File: src/rtl/core/joystick_axis_center_calibration_defines.svh
// Assertion macros used by the joystick axis calibration top level
`ifndef JOYSTICK_AXIS_CENTER_CALIBRATION_DEFINES_SVH
`define JOYSTICK_AXIS_CENTER_CALIBRATION_DEFINES_SVH

// Same-cycle implication, checked on every rising edge out of reset
`define JACC_ASSERT_NOW(label, ante, cons, msg) \
    label: assert property (@(posedge clk) disable iff (!rst_n) (ante) |-> (cons)) \
        else $error(msg);

// Next-cycle implication, checked on every rising edge out of reset
`define JACC_ASSERT_NEXT(label, ante, cons, msg) \
    label: assert property (@(posedge clk) disable iff (!rst_n) (ante) |=> (cons)) \
        else $error(msg);

`endif

File: src/rtl/core/jacc_pkg.sv
// Package: widths, register map, reset values and word types of the calibration block
`timescale 1ns / 1ps

package jacc_pkg;

    // sample and result width
    localparam int SAMPLE_BITS = 12;
    // numerator holds a sample difference times 2^(SAMPLE_BITS-1), or 2^(SAMPLE_BITS-1)-1 above neutral
    localparam int NUM_W       = 2 * SAMPLE_BITS - 1;
    // quotient bits kept; anything larger saturates
    localparam int QUO_W       = SAMPLE_BITS - 1;

    localparam int NUM_REGS    = 6;
    localparam int ADDR_W      = $clog2(4 * NUM_REGS);
    localparam int REG_IDX_W   = ADDR_W - 2;
    localparam int DATA_W      = 32;

    // queue between front and back
    localparam int Q_DEPTH     = 4;
    localparam int Q_IDX_W     = $clog2(Q_DEPTH);

    localparam logic [SAMPLE_BITS-1:0] CENTER_OUT = {1'b1, {(SAMPLE_BITS-1){1'b0}}};
    localparam logic [SAMPLE_BITS-1:0] FULL_OUT   = {SAMPLE_BITS{1'b1}};

    // register reset values
    localparam logic [SAMPLE_BITS-1:0] X_MIN_RST = SAMPLE_BITS'(4);
    localparam logic [SAMPLE_BITS-1:0] X_NEU_RST = SAMPLE_BITS'(627);
    localparam logic [SAMPLE_BITS-1:0] X_MAX_RST = SAMPLE_BITS'(1235);
    localparam logic [SAMPLE_BITS-1:0] Y_MIN_RST = SAMPLE_BITS'(598);
    localparam logic [SAMPLE_BITS-1:0] Y_NEU_RST = SAMPLE_BITS'(627);
    localparam logic [SAMPLE_BITS-1:0] Y_MAX_RST = SAMPLE_BITS'(904);

    // register map, word index = paddr / 4
    typedef enum logic [REG_IDX_W-1:0] {
        REG_X_MIN,
        REG_X_NEU,
        REG_X_MAX,
        REG_Y_MIN,
        REG_Y_NEU,
        REG_Y_MAX
    } reg_idx_t;

    // calibration set handed to the front
    typedef struct packed {
        logic [SAMPLE_BITS-1:0] x_min;
        logic [SAMPLE_BITS-1:0] x_neu;
        logic [SAMPLE_BITS-1:0] x_max;
        logic [SAMPLE_BITS-1:0] y_min;
        logic [SAMPLE_BITS-1:0] y_neu;
        logic [SAMPLE_BITS-1:0] y_max;
    } cal_t;

    // one axis as prepared for division
    typedef struct packed {
        logic                   upper;   // sample at or above neutral
        logic                   center;  // divisor zero or negative
        logic [NUM_W-1:0]       num;
        logic [SAMPLE_BITS-1:0] div;
    } axis_work_t;

    // word carried through the queue
    typedef struct packed {
        logic [SAMPLE_BITS-1:0] lim_x;
        logic [SAMPLE_BITS-1:0] lim_y;
        axis_work_t             ax;
        axis_work_t             ay;
    } work_t;

    // one axis inside the divider pipeline
    typedef struct packed {
        logic                   upper;
        logic                   center;
        logic                   ovf;
        logic [NUM_W-1:0]       rem;
        logic [SAMPLE_BITS-1:0] div;
        logic [QUO_W-1:0]       quo;
    } div_lane_t;

    // front status
    typedef struct packed {
        logic valid;   // word held in the front register
        logic push;    // word moves into the queue this cycle
    } fr_stat_t;

    // queue status
    typedef struct packed {
        logic full;
        logic empty;
    } q_stat_t;

endpackage

File: src/rtl/core/jacc_front.sv
// Front: accepts a sample pair, clamps it and sets up numerator and divisor per axis
`timescale 1ns / 1ps

module jacc_front
    import jacc_pkg::*;
(
    input  logic                   clk,
    input  logic                   rst_n,
    input  logic                   start,
    output logic                   busy,
    input  logic [SAMPLE_BITS-1:0] raw_x,
    input  logic [SAMPLE_BITS-1:0] raw_y,
    input  cal_t                   cal,
    input  q_stat_t                q_stat,
    output fr_stat_t               fr_stat,
    output work_t                  word
);

    logic  valid_reg;
    logic  valid_next;
    work_t word_reg;
    work_t word_next;
    logic  accept;

    // maximum first, then minimum
    function automatic logic [SAMPLE_BITS-1:0] clamp_axis(
        input logic [SAMPLE_BITS-1:0] s,
        input logic [SAMPLE_BITS-1:0] lo,
        input logic [SAMPLE_BITS-1:0] hi
    );
        logic [SAMPLE_BITS-1:0] v;
        v = (s > hi) ? hi : s;
        v = (v < lo) ? lo : v;
        return v;
    endfunction

    // pick branch; scale by 2^(N-1)-1 above neutral, 2^(N-1) below
    function automatic axis_work_t setup_axis(
        input logic [SAMPLE_BITS-1:0] lim,
        input logic [SAMPLE_BITS-1:0] lo,
        input logic [SAMPLE_BITS-1:0] mid,
        input logic [SAMPLE_BITS-1:0] hi
    );
        axis_work_t             w;
        logic [SAMPLE_BITS-1:0] d;
        w = '0;
        if (lim >= mid)
        begin
            d        = lim - mid;
            w.upper  = 1'b1;
            w.center = (hi <= mid);
            w.div    = hi - mid;
            w.num    = (NUM_W'(d) << (SAMPLE_BITS - 1)) - NUM_W'(d);
        end
        else
        begin
            d        = lim - lo;
            w.upper  = 1'b0;
            w.center = (mid <= lo);
            w.div    = mid - lo;
            w.num    = NUM_W'(d) << (SAMPLE_BITS - 1);
        end
        return w;
    endfunction

    assign fr_stat.valid = valid_reg;
    assign fr_stat.push  = valid_reg && !q_stat.full;
    assign busy          = valid_reg && q_stat.full;
    assign accept        = start && !busy;
    assign word          = word_reg;

    // new word from the sample pair
    always_comb
    begin
        word_next.lim_x = clamp_axis(raw_x, cal.x_min, cal.x_max);
        word_next.lim_y = clamp_axis(raw_y, cal.y_min, cal.y_max);
        word_next.ax    = setup_axis(word_next.lim_x, cal.x_min, cal.x_neu, cal.x_max);
        word_next.ay    = setup_axis(word_next.lim_y, cal.y_min, cal.y_neu, cal.y_max);
    end

    // hold flag: set on accept, cleared once pushed
    always_comb
    begin
        valid_next = valid_reg;
        if (accept)
        begin
            valid_next = 1'b1;
        end
        else if (fr_stat.push)
        begin
            valid_next = 1'b0;
        end
    end

    always_ff @(posedge clk or negedge rst_n)
    begin
        if (!rst_n)
        begin
            valid_reg <= 1'b0;
        end
        else
        begin
            valid_reg <= valid_next;
        end
    end

    always_ff @(posedge clk)
    begin
        if (accept)
        begin
            word_reg <= word_next;
        end
    end

endmodule

File: src/rtl/core/jacc_queue.sv
// Short queue of prepared words between front and back
`timescale 1ns / 1ps

module jacc_queue
    import jacc_pkg::*;
(
    input  logic     clk,
    input  logic     rst_n,
    input  fr_stat_t fr_stat,
    input  work_t    wr_word,
    input  logic     pop,
    output work_t    rd_word,
    output q_stat_t  q_stat
);

    work_t            entry_reg [Q_DEPTH];
    logic [Q_IDX_W:0] wr_ptr_reg;
    logic [Q_IDX_W:0] wr_ptr_next;
    logic [Q_IDX_W:0] rd_ptr_reg;
    logic [Q_IDX_W:0] rd_ptr_next;

    // pointers carry one wrap bit above the index
    assign q_stat.empty = (wr_ptr_reg == rd_ptr_reg);
    assign q_stat.full  = (wr_ptr_reg[Q_IDX_W] != rd_ptr_reg[Q_IDX_W]) &&
                          (wr_ptr_reg[Q_IDX_W-1:0] == rd_ptr_reg[Q_IDX_W-1:0]);
    assign rd_word      = entry_reg[rd_ptr_reg[Q_IDX_W-1:0]];

    always_comb
    begin
        wr_ptr_next = wr_ptr_reg;
        rd_ptr_next = rd_ptr_reg;
        if (fr_stat.push)
        begin
            wr_ptr_next = wr_ptr_reg + 1'b1;
        end
        if (pop)
        begin
            rd_ptr_next = rd_ptr_reg + 1'b1;
        end
    end

    always_ff @(posedge clk or negedge rst_n)
    begin
        if (!rst_n)
        begin
            wr_ptr_reg <= '0;
            rd_ptr_reg <= '0;
        end
        else
        begin
            wr_ptr_reg <= wr_ptr_next;
            rd_ptr_reg <= rd_ptr_next;
        end
    end

    // storage
    always_ff @(posedge clk)
    begin
        if (fr_stat.push)
        begin
            entry_reg[wr_ptr_reg[Q_IDX_W-1:0]] <= wr_word;
        end
    end

endmodule

File: src/rtl/core/jacc_back.sv
// Back: pipelined restoring divider for both axes, one quotient bit per stage
`timescale 1ns / 1ps

module jacc_back
    import jacc_pkg::*;
(
    input  logic                   clk,
    input  logic                   rst_n,
    input  q_stat_t                q_stat,
    input  work_t                  rd_word,
    output logic                   pop,
    output logic                   done,
    output logic [SAMPLE_BITS-1:0] limited_x,
    output logic [SAMPLE_BITS-1:0] limited_y,
    output logic [SAMPLE_BITS-1:0] scaled_x,
    output logic [SAMPLE_BITS-1:0] scaled_y
);

    logic                   valid_reg [QUO_W+1];
    logic [SAMPLE_BITS-1:0] lim_x_reg [QUO_W+1];
    logic [SAMPLE_BITS-1:0] lim_y_reg [QUO_W+1];
    div_lane_t              lane_x_reg [QUO_W+1];
    div_lane_t              lane_y_reg [QUO_W+1];

    logic                   done_reg;
    logic [SAMPLE_BITS-1:0] limited_x_reg;
    logic [SAMPLE_BITS-1:0] limited_y_reg;
    logic [SAMPLE_BITS-1:0] scaled_x_reg;
    logic [SAMPLE_BITS-1:0] scaled_y_reg;

    // entry: anything at or above div * 2^QUO_W saturates
    function automatic div_lane_t load_lane(input axis_work_t w);
        div_lane_t l;
        l.upper  = w.upper;
        l.center = w.center;
        l.ovf    = (w.num >= (NUM_W'(w.div) << QUO_W));
        l.rem    = w.num;
        l.div    = w.div;
        l.quo    = '0;
        return l;
    endfunction

    // one restoring step for quotient bit k
    function automatic div_lane_t div_step(input div_lane_t l, input int k);
        div_lane_t        r;
        logic [NUM_W-1:0] trial;
        r     = l;
        trial = NUM_W'(l.div) << k;
        if (l.rem >= trial)
        begin
            r.rem = l.rem - trial;
            r.quo = l.quo | (QUO_W'(1) << k);
        end
        return r;
    endfunction

    // final mapping onto 0..full scale
    function automatic logic [SAMPLE_BITS-1:0] finish_lane(input div_lane_t l);
        logic [SAMPLE_BITS-1:0] v;
        if (l.center)
        begin
            v = CENTER_OUT;
        end
        else if (l.ovf)
        begin
            v = FULL_OUT;
        end
        else if (l.upper)
        begin
            v = CENTER_OUT | SAMPLE_BITS'(l.quo);
        end
        else
        begin
            v = SAMPLE_BITS'(l.quo);
        end
        return v;
    endfunction

    // the back never stalls, so it drains the queue every cycle
    assign pop       = !q_stat.empty;
    assign done      = done_reg;
    assign limited_x = limited_x_reg;
    assign limited_y = limited_y_reg;
    assign scaled_x  = scaled_x_reg;
    assign scaled_y  = scaled_y_reg;

    // stage valid flags and result strobe
    always_ff @(posedge clk or negedge rst_n)
    begin
        if (!rst_n)
        begin
            for (int i = 0; i <= QUO_W; i++)
            begin
                valid_reg[i] <= 1'b0;
            end
            done_reg <= 1'b0;
        end
        else
        begin
            valid_reg[0] <= pop;
            for (int i = 1; i <= QUO_W; i++)
            begin
                valid_reg[i] <= valid_reg[i-1];
            end
            done_reg <= valid_reg[QUO_W];
        end
    end

    // stage payload
    always_ff @(posedge clk)
    begin
        lim_x_reg[0]  <= rd_word.lim_x;
        lim_y_reg[0]  <= rd_word.lim_y;
        lane_x_reg[0] <= load_lane(rd_word.ax);
        lane_y_reg[0] <= load_lane(rd_word.ay);
        for (int i = 1; i <= QUO_W; i++)
        begin
            lim_x_reg[i]  <= lim_x_reg[i-1];
            lim_y_reg[i]  <= lim_y_reg[i-1];
            lane_x_reg[i] <= div_step(lane_x_reg[i-1], QUO_W - i);
            lane_y_reg[i] <= div_step(lane_y_reg[i-1], QUO_W - i);
        end
        limited_x_reg <= lim_x_reg[QUO_W];
        limited_y_reg <= lim_y_reg[QUO_W];
        scaled_x_reg  <= finish_lane(lane_x_reg[QUO_W]);
        scaled_y_reg  <= finish_lane(lane_y_reg[QUO_W]);
    end

endmodule

File: src/rtl/core/joystick_axis_center_calibration.sv
// Top level: calibration registers, front, queue and divider back end
//
// Use: raise start with raw_x/raw_y; the pair is taken on a rising edge where
// start is high and busy is low. Each pair gives one word on limited_x,
// limited_y, scaled_x and scaled_y, shown for one cycle with done high.
// Path: the result is registered through the front register, queue, entry stage,
// 11 divider stages and output register.
// Throughput: one pair per cycle while busy is low; the divider is fully pipelined with one
// quotient bit per stage for each axis.
// busy rises only if the queue is full while the front holds a word; the
// back end drains the queue every cycle, so in practice busy stays low.
// The receiver cannot stall: every result word is shown exactly once.
// Calibration: APB registers x_minimum, x_neutral, x_maximum, y_minimum,
// y_neutral, y_maximum at byte addresses 0x00..0x14, 12 bits each; write
// them only while no pair is in flight.
// Reset (rst_n low, asynchronous): pipeline emptied, registers return to
// their default calibration.
`timescale 1ns / 1ps
`include "joystick_axis_center_calibration_defines.svh"

module joystick_axis_center_calibration
    import jacc_pkg::*;
(
    input  logic                   clk,
    input  logic                   rst_n,
    input  logic                   start,
    output logic                   busy,
    input  logic [SAMPLE_BITS-1:0] raw_x,
    input  logic [SAMPLE_BITS-1:0] raw_y,
    output logic                   done,
    output logic [SAMPLE_BITS-1:0] limited_x,
    output logic [SAMPLE_BITS-1:0] limited_y,
    output logic [SAMPLE_BITS-1:0] scaled_x,
    output logic [SAMPLE_BITS-1:0] scaled_y,
    input  logic                   psel,
    input  logic                   penable,
    input  logic                   pwrite,
    input  logic [ADDR_W-1:0]      paddr,
    input  logic [DATA_W-1:0]      pwdata,
    output logic [DATA_W-1:0]      prdata,
    output logic                   pready
);

    cal_t     cal_reg;
    cal_t     cal_next;
    reg_idx_t reg_idx;
    logic     wr_en;
    fr_stat_t fr_stat;
    q_stat_t  q_stat;
    work_t    fr_word;
    work_t    q_word;
    logic     pop;

    assign pready  = 1'b1;
    assign wr_en   = psel && penable && pwrite && pready;
    assign reg_idx = reg_idx_t'(paddr[ADDR_W-1:2]);

    // register write decode
    always_comb
    begin
        cal_next = cal_reg;
        if (wr_en)
        begin
            unique case (reg_idx)
                REG_X_MIN: cal_next.x_min = pwdata[SAMPLE_BITS-1:0];
                REG_X_NEU: cal_next.x_neu = pwdata[SAMPLE_BITS-1:0];
                REG_X_MAX: cal_next.x_max = pwdata[SAMPLE_BITS-1:0];
                REG_Y_MIN: cal_next.y_min = pwdata[SAMPLE_BITS-1:0];
                REG_Y_NEU: cal_next.y_neu = pwdata[SAMPLE_BITS-1:0];
                REG_Y_MAX: cal_next.y_max = pwdata[SAMPLE_BITS-1:0];
                default:   cal_next = cal_reg;
            endcase
        end
    end

    // register read mux
    always_comb
    begin
        unique case (reg_idx)
            REG_X_MIN: prdata = DATA_W'(cal_reg.x_min);
            REG_X_NEU: prdata = DATA_W'(cal_reg.x_neu);
            REG_X_MAX: prdata = DATA_W'(cal_reg.x_max);
            REG_Y_MIN: prdata = DATA_W'(cal_reg.y_min);
            REG_Y_NEU: prdata = DATA_W'(cal_reg.y_neu);
            REG_Y_MAX: prdata = DATA_W'(cal_reg.y_max);
            default:   prdata = '0;
        endcase
    end

    always_ff @(posedge clk or negedge rst_n)
    begin
        if (!rst_n)
        begin
            cal_reg.x_min <= X_MIN_RST;
            cal_reg.x_neu <= X_NEU_RST;
            cal_reg.x_max <= X_MAX_RST;
            cal_reg.y_min <= Y_MIN_RST;
            cal_reg.y_neu <= Y_NEU_RST;
            cal_reg.y_max <= Y_MAX_RST;
        end
        else
        begin
            cal_reg <= cal_next;
        end
    end

    jacc_front u_front (
        .clk     (clk),
        .rst_n   (rst_n),
        .start   (start),
        .busy    (busy),
        .raw_x   (raw_x),
        .raw_y   (raw_y),
        .cal     (cal_reg),
        .q_stat  (q_stat),
        .fr_stat (fr_stat),
        .word    (fr_word)
    );

    jacc_queue u_queue (
        .clk     (clk),
        .rst_n   (rst_n),
        .fr_stat (fr_stat),
        .wr_word (fr_word),
        .pop     (pop),
        .rd_word (q_word),
        .q_stat  (q_stat)
    );

    jacc_back u_back (
        .clk       (clk),
        .rst_n     (rst_n),
        .q_stat    (q_stat),
        .rd_word   (q_word),
        .pop       (pop),
        .done      (done),
        .limited_x (limited_x),
        .limited_y (limited_y),
        .scaled_x  (scaled_x),
        .scaled_y  (scaled_y)
    );

    // an accepted pair is held by the front in the next cycle
    `JACC_ASSERT_NEXT(a_accept_held, start && !busy, fr_stat.valid, "accepted word not held")
    // busy only ever comes from a full queue
    `JACC_ASSERT_NOW(a_busy_full, busy, q_stat.full && fr_stat.valid, "busy without full queue")
    // full and empty never together
    `JACC_ASSERT_NOW(a_queue_flags, q_stat.full, !q_stat.empty, "queue full and empty")

endmodule
File: config.mk
export PLATFORM = sky130hd
export DESIGN_NAME = joystick_axis_center_calibration
export DESIGN_NICKNAME = d
export VERILOG_FILES = /design/src/rtl/core/jacc_pkg.sv /design/src/rtl/core/jacc_front.sv /design/src/rtl/core/jacc_queue.sv /design/src/rtl/core/jacc_back.sv /design/src/rtl/core/joystick_axis_center_calibration.sv
export VERILOG_INCLUDE_DIRS = /design/src /design/src/rtl/core
export SDC_FILE = /design/constraint.sdc
export NUM_CORES = 2
export LEC_CHECK = 0
export ABC_AREA = 1
export ABC_CLOCK_PERIOD_IN_PS = 8200
export BUFFER_PORTS_ARGS = -buffer_cell sky130_fd_sc_hd__buf_2
export CAP_MARGIN = 20
export CELL_PAD_IN_SITES_DETAIL_PLACEMENT = 0
export CELL_PAD_IN_SITES_GLOBAL_PLACEMENT = 1
export CORE_MARGIN = 5
export CORE_UTILIZATION = 25
export DETAILED_ROUTE_END_ITERATION = 10
export PLACE_DENSITY = 0.43
export SLEW_MARGIN = 20
export SYNTH_ARGS = -nofsm -noshare
export SYNTH_HDL_FRONTEND = slang
export SYNTH_SLANG_ARGS = --single-unit
export TNS_END_PERCENT = 5
File: constraint.sdc
create_clock -name clk -period 8.2 [get_ports clk]
set_input_delay 0.41 -clock clk [delete_from_list [all_inputs] [get_ports clk]]
set_output_delay 0.41 -clock clk [all_outputs]
set_load 0.005 [all_outputs]
# ---- Yosys cells after proc, flatten, opt, wreduce, memory -nomap -nowiden
# Memory sizes are Yosys's and may differ from the RTL's. A register that Yosys moved wholly into a read port is not among the register bits.
# Index checks and enable logic that the tools add are counted.
dict set report word_totals {
  mem_bits_rw 1856
  input_bits 67
  n_memories 5
  elab_cells 197
  regBits 214
  out_inout_bits 83
}
dict set report classes {
  n_lt_le_gt_ge 34
  add_sub_neg 34
  reduce_logical 19
  n_eq_ne 8
  n_mux 59
}
# memory depth word_bits rd rd_ports_with_merged_regs wr line
set mem_list {}
lappend mem_list {u_back.lane_x_reg 12 49 12 0 12 jacc_back.sv:22} ;# div_lane_t lane_x_reg [QUO_W+1];
lappend mem_list {u_back.lane_y_reg 12 49 12 0 12 jacc_back.sv:23} ;# div_lane_t lane_y_reg [QUO_W+1];
lappend mem_list {u_queue.entry_reg 4 98 1 0 1 jacc_queue.sv:16} ;# work_t entry_reg [Q_DEPTH];
lappend mem_list {u_back.lim_x_reg 12 12 12 1 12 jacc_back.sv:20} ;# logic [SAMPLE_BITS-1:0] lim_x_reg [QUO_W+1];
lappend mem_list {u_back.lim_y_reg 12 12 12 1 12 jacc_back.sv:21} ;# logic [SAMPLE_BITS-1:0] lim_y_reg [QUO_W+1];
# op n
set ops {}
lappend ops {{23-bit 2-to-1 mux} 22}
lappend ops {{12-bit subtractor} 8}
lappend ops {{23-bit by 12-bit subtractor with 23-bit output} 4}
lappend ops {{37-bit 2-to-1 mux} 2}
lappend ops {{12-bit 2-to-1 mux} 6}
lappend ops {{12-bit one-hot mux with 6 select lines} 1}
lappend ops {{12-bit <= comparator} 4}
lappend ops {{23-bit by 12-bit greater-or-equal comparator with 1-bit output} 2}
lappend ops {{23-bit by 13-bit greater-or-equal comparator with 1-bit output} 2}
lappend ops {{23-bit by 14-bit greater-or-equal comparator with 1-bit output} 2}
lappend ops {{23-bit by 15-bit greater-or-equal comparator with 1-bit output} 2}
lappend ops {{23-bit by 16-bit greater-or-equal comparator with 1-bit output} 2}
lappend ops {{23-bit by 17-bit greater-or-equal comparator with 1-bit output} 2}
lappend ops {{23-bit by 18-bit greater-or-equal comparator with 1-bit output} 2}
lappend ops {{23-bit by 19-bit greater-or-equal comparator with 1-bit output} 2}
lappend ops {{23-bit by 20-bit greater-or-equal comparator with 1-bit output} 2}
lappend ops {{23-bit by 21-bit greater-or-equal comparator with 1-bit output} 2}
lappend ops {{23-bit by 22-bit greater-or-equal comparator with 1-bit output} 2}
lappend ops {{23-bit greater-or-equal comparator} 2}
lappend ops {{23-bit by 13-bit subtractor with 23-bit output} 2}
lappend ops {{23-bit by 14-bit subtractor with 23-bit output} 2}
lappend ops {{23-bit by 15-bit subtractor with 23-bit output} 2}
lappend ops {{23-bit by 16-bit subtractor with 23-bit output} 2}
lappend ops {{23-bit by 17-bit subtractor with 23-bit output} 2}
lappend ops {{32 further kinds} 73}

# ---- Depth between registers and ports, before layout
dict set report logic_depth {
  depth_word 7
  mapped_depth 45
  mapped_depth_nobuf 44
}

# ---- Modules after synthesis
# From an unflattened synthesis, not the netlist that was laid out.
dict set report hier_totals {
  hier_cells 9227
  area_unflattened_um2 80850.0
}
# module instances cells_each area_per_inst_um2 seq_area_each_um2
set modules_own_cells {}
lappend modules_own_cells {jacc_back 1 6177 50727.4 26550.5}
lappend modules_own_cells {jacc_queue 1 1185 16030.4 11921.4}
lappend modules_own_cells {jacc_front 1 1373 10304.9 2967.8}
lappend modules_own_cells {joystick_axis_center_calibration 1 492 3787.4 1836.8}

# ---- Worst setup path after synthesis
# Ideal clock, no wire load.
dict set report synth_path {
  path_kind {register to register}
  from {register cal_reg[37] in the netlist's numbering}
  to {register u_front.word_reg, in the netlist u_front.word[66], data pin}
  setup_time_ps 259
  path_buffers 2
  period_less_slack_ps 5824
  setup_slack_ps 2376
  stages_incl_launch_ff 44
  arrival_ps 5565
  required_ps 7941
  cell_sequence {dfstp_2 -> inv_1 -> ha_1 -> nand2_1 -> nand2_1 -> nand2_1 -> nand2_1 -> nand2_1 -> nand3_1 -> nand2_1 -> clkbuf_1 -> nand2_1 -> o21ai_0 -> ha_1 -> a21oi_1 -> nor2_1 -> a211oi_1 -> o221a_2 -> [... 8 more ...] -> nand2_1 -> nand2_1 -> nand2_1 -> a21oi_1 -> o21bai_1 -> xor2_1 -> inv_1 -> ha_1 -> nor2_1 -> inv_1 -> nor2_1 -> inv_1 -> nor2_1 -> nand3_1 -> nor3_1 -> nor2_1 -> nand2_1 -> o21ai_1}
}
# item line
set synth_rtl {}
lappend synth_rtl {{start: declaration} joystick_axis_center_calibration.sv:44} ;# cal_t cal_reg;
lappend synth_rtl {{start signal: assignment} joystick_axis_center_calibration.sv:103} ;# cal_reg <= cal_next;
lappend synth_rtl {{end signal: assignment} jacc_front.sv:111} ;# word_reg <= word_next;
lappend synth_rtl {{end: declaration} jacc_front.sv:21} ;# work_t word_reg;

==> key figures <==
Global routing
  – GRT overflow: 0
  – First-pass GRT wire length: 299000 µm
  – Largest net degree at the start of global routing: 132
  – GRT Util Overall: roughly 13%
  – Initial antenna violation count: 9
  – Vias in the first global route: 49400

Synthesis
  – Mapped Cells: 7257
  – Seq cells post-synth: 1892
  – Post-synth cell types: 82
  – Adder-cell share of the synthesized area: ~8.2%
  – EDFF count, synth: 490
  – Largest family of logic cells by synthesized area: simple AND/OR/NAND/NOR gates
  – Syn avg cell area: between 10 and 15 µm²
  – Post-synthesis mux area share: 0.0548%
  – Synth Area in Compound Gates: 10.6%
  – YS warnings: 0
  – Fraction of registers with async set/reset: 4.86%
  – Post-synthesis sequential area ratio: 59.2%
  – Dominant synthesized flop cell: dfxtp_1
  – Post-synth design cell area: 73100 µm²
  – XOR/XNOR Fraction of Synth Area: just over 4%
  – Post-Synth Simple-Gate Area: around an eighth

Final layout
  – Most common cell after layout, fill and taps aside: dfxtp_1
  – Commonest non-fill, non-tap cells in the layout: dfxtp_1 (1310), nand2_1 (1132), inv_1 (813), o21ai_0 (598), nor2_1 (563)
  – Area grow syn2layout: 17.5%
  – Fill count: 30300
  – Fin nets: 8024
  – Area of the multi-input gates: 26100 µm²
  – Register area: 43300 µm²
  – Share of cells above drive strength 1: approximately 8.4%

Critical path
  – Reg2reg setup slack: 0.98 ns
  – Crit. End Element: register
  – CP Class: register to register
  – Max incr delay on CP: 0.67 ns
  – R2R Path Start: cal_reg[7]
  – CP required: 8.80 ns
  – R2R depth: 31
  – Critical Path Start Type: register
  – CP most frequent cell: inv_1
  – R2R Path End: u_front.word[30]
  – CP max FO: 26
  – Critical Path AT: 7.82 ns
  – CP max-delay cell: o21ai_0

Die
  – Initial core utilization: 25.1%
  – Core Rows: between 150 and 200
  – Width of the die: 551 µm
  – Die height: 551 µm
  – Core area: 291000 µm²
  – Top-Level Pins: 150
  – Area of the die: around 300000 µm²

STA
  – Final Hold Viols: 0
  – FMAX: 138 MHz
  – RSZ-0062 raised after global routing: no
  – Final setup viols: 0
  – Final period util: between 80% and 90%
  – Final TNS setup: 0 ns
  – Post-layout min period: 7.22 ns
  – Clk_skew: between 0.05 and 0.06 ns
  – Slew Limit Fails: 0
  – Worst-Margin Slew: 0.988 ns
  – Slew Limit Headroom: 34.1%

Hold path
  – HP Class: input port to register
  – Min-delay src: penable
  – Hold endpoint: cal_reg[3]
  – Hold path depth: 6

Drt
  – Vias per inst: 4.16
  – DRT Pass-1 Iters: 5
  – Routed WL: 194000 µm
  – DR WL/cell: 16.8 µm
  – Via Count: 48200
  – DRC: 0
  – DR iter-0 viols: approximately 2200
  – Routed Antenna Nets: 0

Clocking
  – Clock slew at reported path FFs: 0.06 ns
  – Sink Count: 1892
  – Clock buffer depth: 4
  – Skew-Pair Late Insertion Delay: 0.88 ns
  – CTS Buf Count: 218
  – Clk root buf: clkbuf_16
  – TritonCTS clock tree: built
  – CTS H-tree lvls: 4

Run status
  – Status: finished clean

Placement
  – RD Place Congestion: between 0.8 and 0.9
  – PortBufs: roughly 110
  – DPL Wire Length: approximately 140000 µm

Run
  – Max Cap Viol: 0
[synth_stat cells (all sizes together), types with 5 or more instances]
library cell / n / area share, %
clkbuf: 108 / 0.56
o41ai: 7 / 0.084
nor4: 57 / 0.49
nand3b: 10 / 0.10
o211ai: 15 / 0.16
dfrtp: 64 / 2.2
xnor2: 136 / 1.6
edfxtp: 490 / 20
nand4: 72 / 0.65
dfstp: 28 / 1.0
o22ai: 93 / 0.80
nor3: 88 / 0.62
a21o: 13 / 0.13
a21oi: 448 / 3.1
or2: 30 / 0.26
o21a: 7 / 0.072
a32oi: 24 / 0.29
o221ai: 14 / 0.18
o2111ai: 5 / 0.060
o21bai: 23 / 0.24
buf: 60 / 0.51
xor2: 200 / 2.4
o311ai: 6 / 0.072
a21boi: 12 / 0.14
o21ai: 653 / 4.5
inv: 821 / 4.2
nor2: 580 / 3.1
a31oi: 19 / 0.16
a211oi: 18 / 0.19
ha: 437 / 7.5
dfxtp: 1310 / 36
fa: 28 / 0.77
nand3: 177 / 1.2
or4: 5 / 0.051
nand2: 1141 / 5.9
a221oi: 14 / 0.17
[what timing repair did]
item                                    in CTS  in global routing
gates resized for setup                      0                  5
hold endpoints to repair                    86                  0
endpoints found under the setup margin       0                  3
hold buffers                                19                  0
buffers inserted                             0                  0
[per-stage QoR]
step	cell area, µm²	std cells	utilization [%]	hold slack, ns	worst slack (ns)
after global routing	85900	11600	29.5	0.167	0.0668
after global placement	78200	11200	26.9	0.311	0.740
final	85900	11600	29.5	0.181	0.978
after CTS	85900	11600	29.5	0.0685	0.750
after floorplan	73200	7276	-	0.114	2.38
after detailed placement	78200	11200	26.9	0.312	0.764
[worst max-delay path: cells and delay by family (launching register included)]
kind,cells,cell delay (ns)
AND/OR/NAND/NOR,12,2.27
adder cells (fa/ha/maj),4,1.18
buffers and inverters,5,0.50
AO/OA/AOI/OAI,9,2.18
XOR/XNOR,1,0.23
flip-flops,1,0.57
[area by class of cell]
| type | instances | share of cell area, % |
|---|---|---|
| inverters | 824 | 3.61 |
| diodes | 4 | 0.0117 |
| clock buffers | 310 | 7.60 |
| repair buffers | 164 | 1.26 |
| flip-flops and latches | 1892 | 50.4 |
| clock inverters | 93 | 1.14 |
| multi-input cells | 4392 | 30.3 |
| well taps | 3900 | 5.68 |
[routing by layer]
layer / wire, µm / track usage (%) / up-vias
li1: - / - / 24900
met1: 88800 / 16.3 / 22300
met2: 91800 / 21.5 / 674
met3: 6220 / 1.71 / 348
met4: 7240 / 4.79 / 0
met5: 0 / 0 / -
[how the worst max path moves through the flow]
stage / slack [ns] / start / cells past startpoint / endpoint
CTS: 0.75 / cal_reg[7] / 31 / u_front.word[30]
detailed placement: 0.76 / cal_reg[7] / 31 / u_front.word[30]
finish: 0.98 / cal_reg[7] / 31 / u_front.word[30]
global placement: 0.74 / cal_reg[37] / 39 / u_front.word[66]
floorplan: 2.38 / cal_reg[37] / 43 / u_front.word[66]
global route: 0.07 / cal_reg[46] / 39 / u_front.word[66]
[cell families (layout without fill, tap and decap cells)]
| logic type | after synthesis | in the layout |
|---|---|---|
| AND/OR/NAND/NOR | 2174 | 2174 |
| flip-flops | 1892 | 1892 |
| AO/OA/AOI/OAI | 1392 | 1392 |
| adder cells (fa/ha/maj) | 465 | 465 |
| buffers and inverters | 992 | 1391 |
| multiplexers | 4 | 4 |
| XOR/XNOR | 336 | 336 |
| other | 2 | 25 |
Power is left out: the tool's default activity adds up to more than one toggle a clock period on the data nets, which glitch-free logic cannot reach.
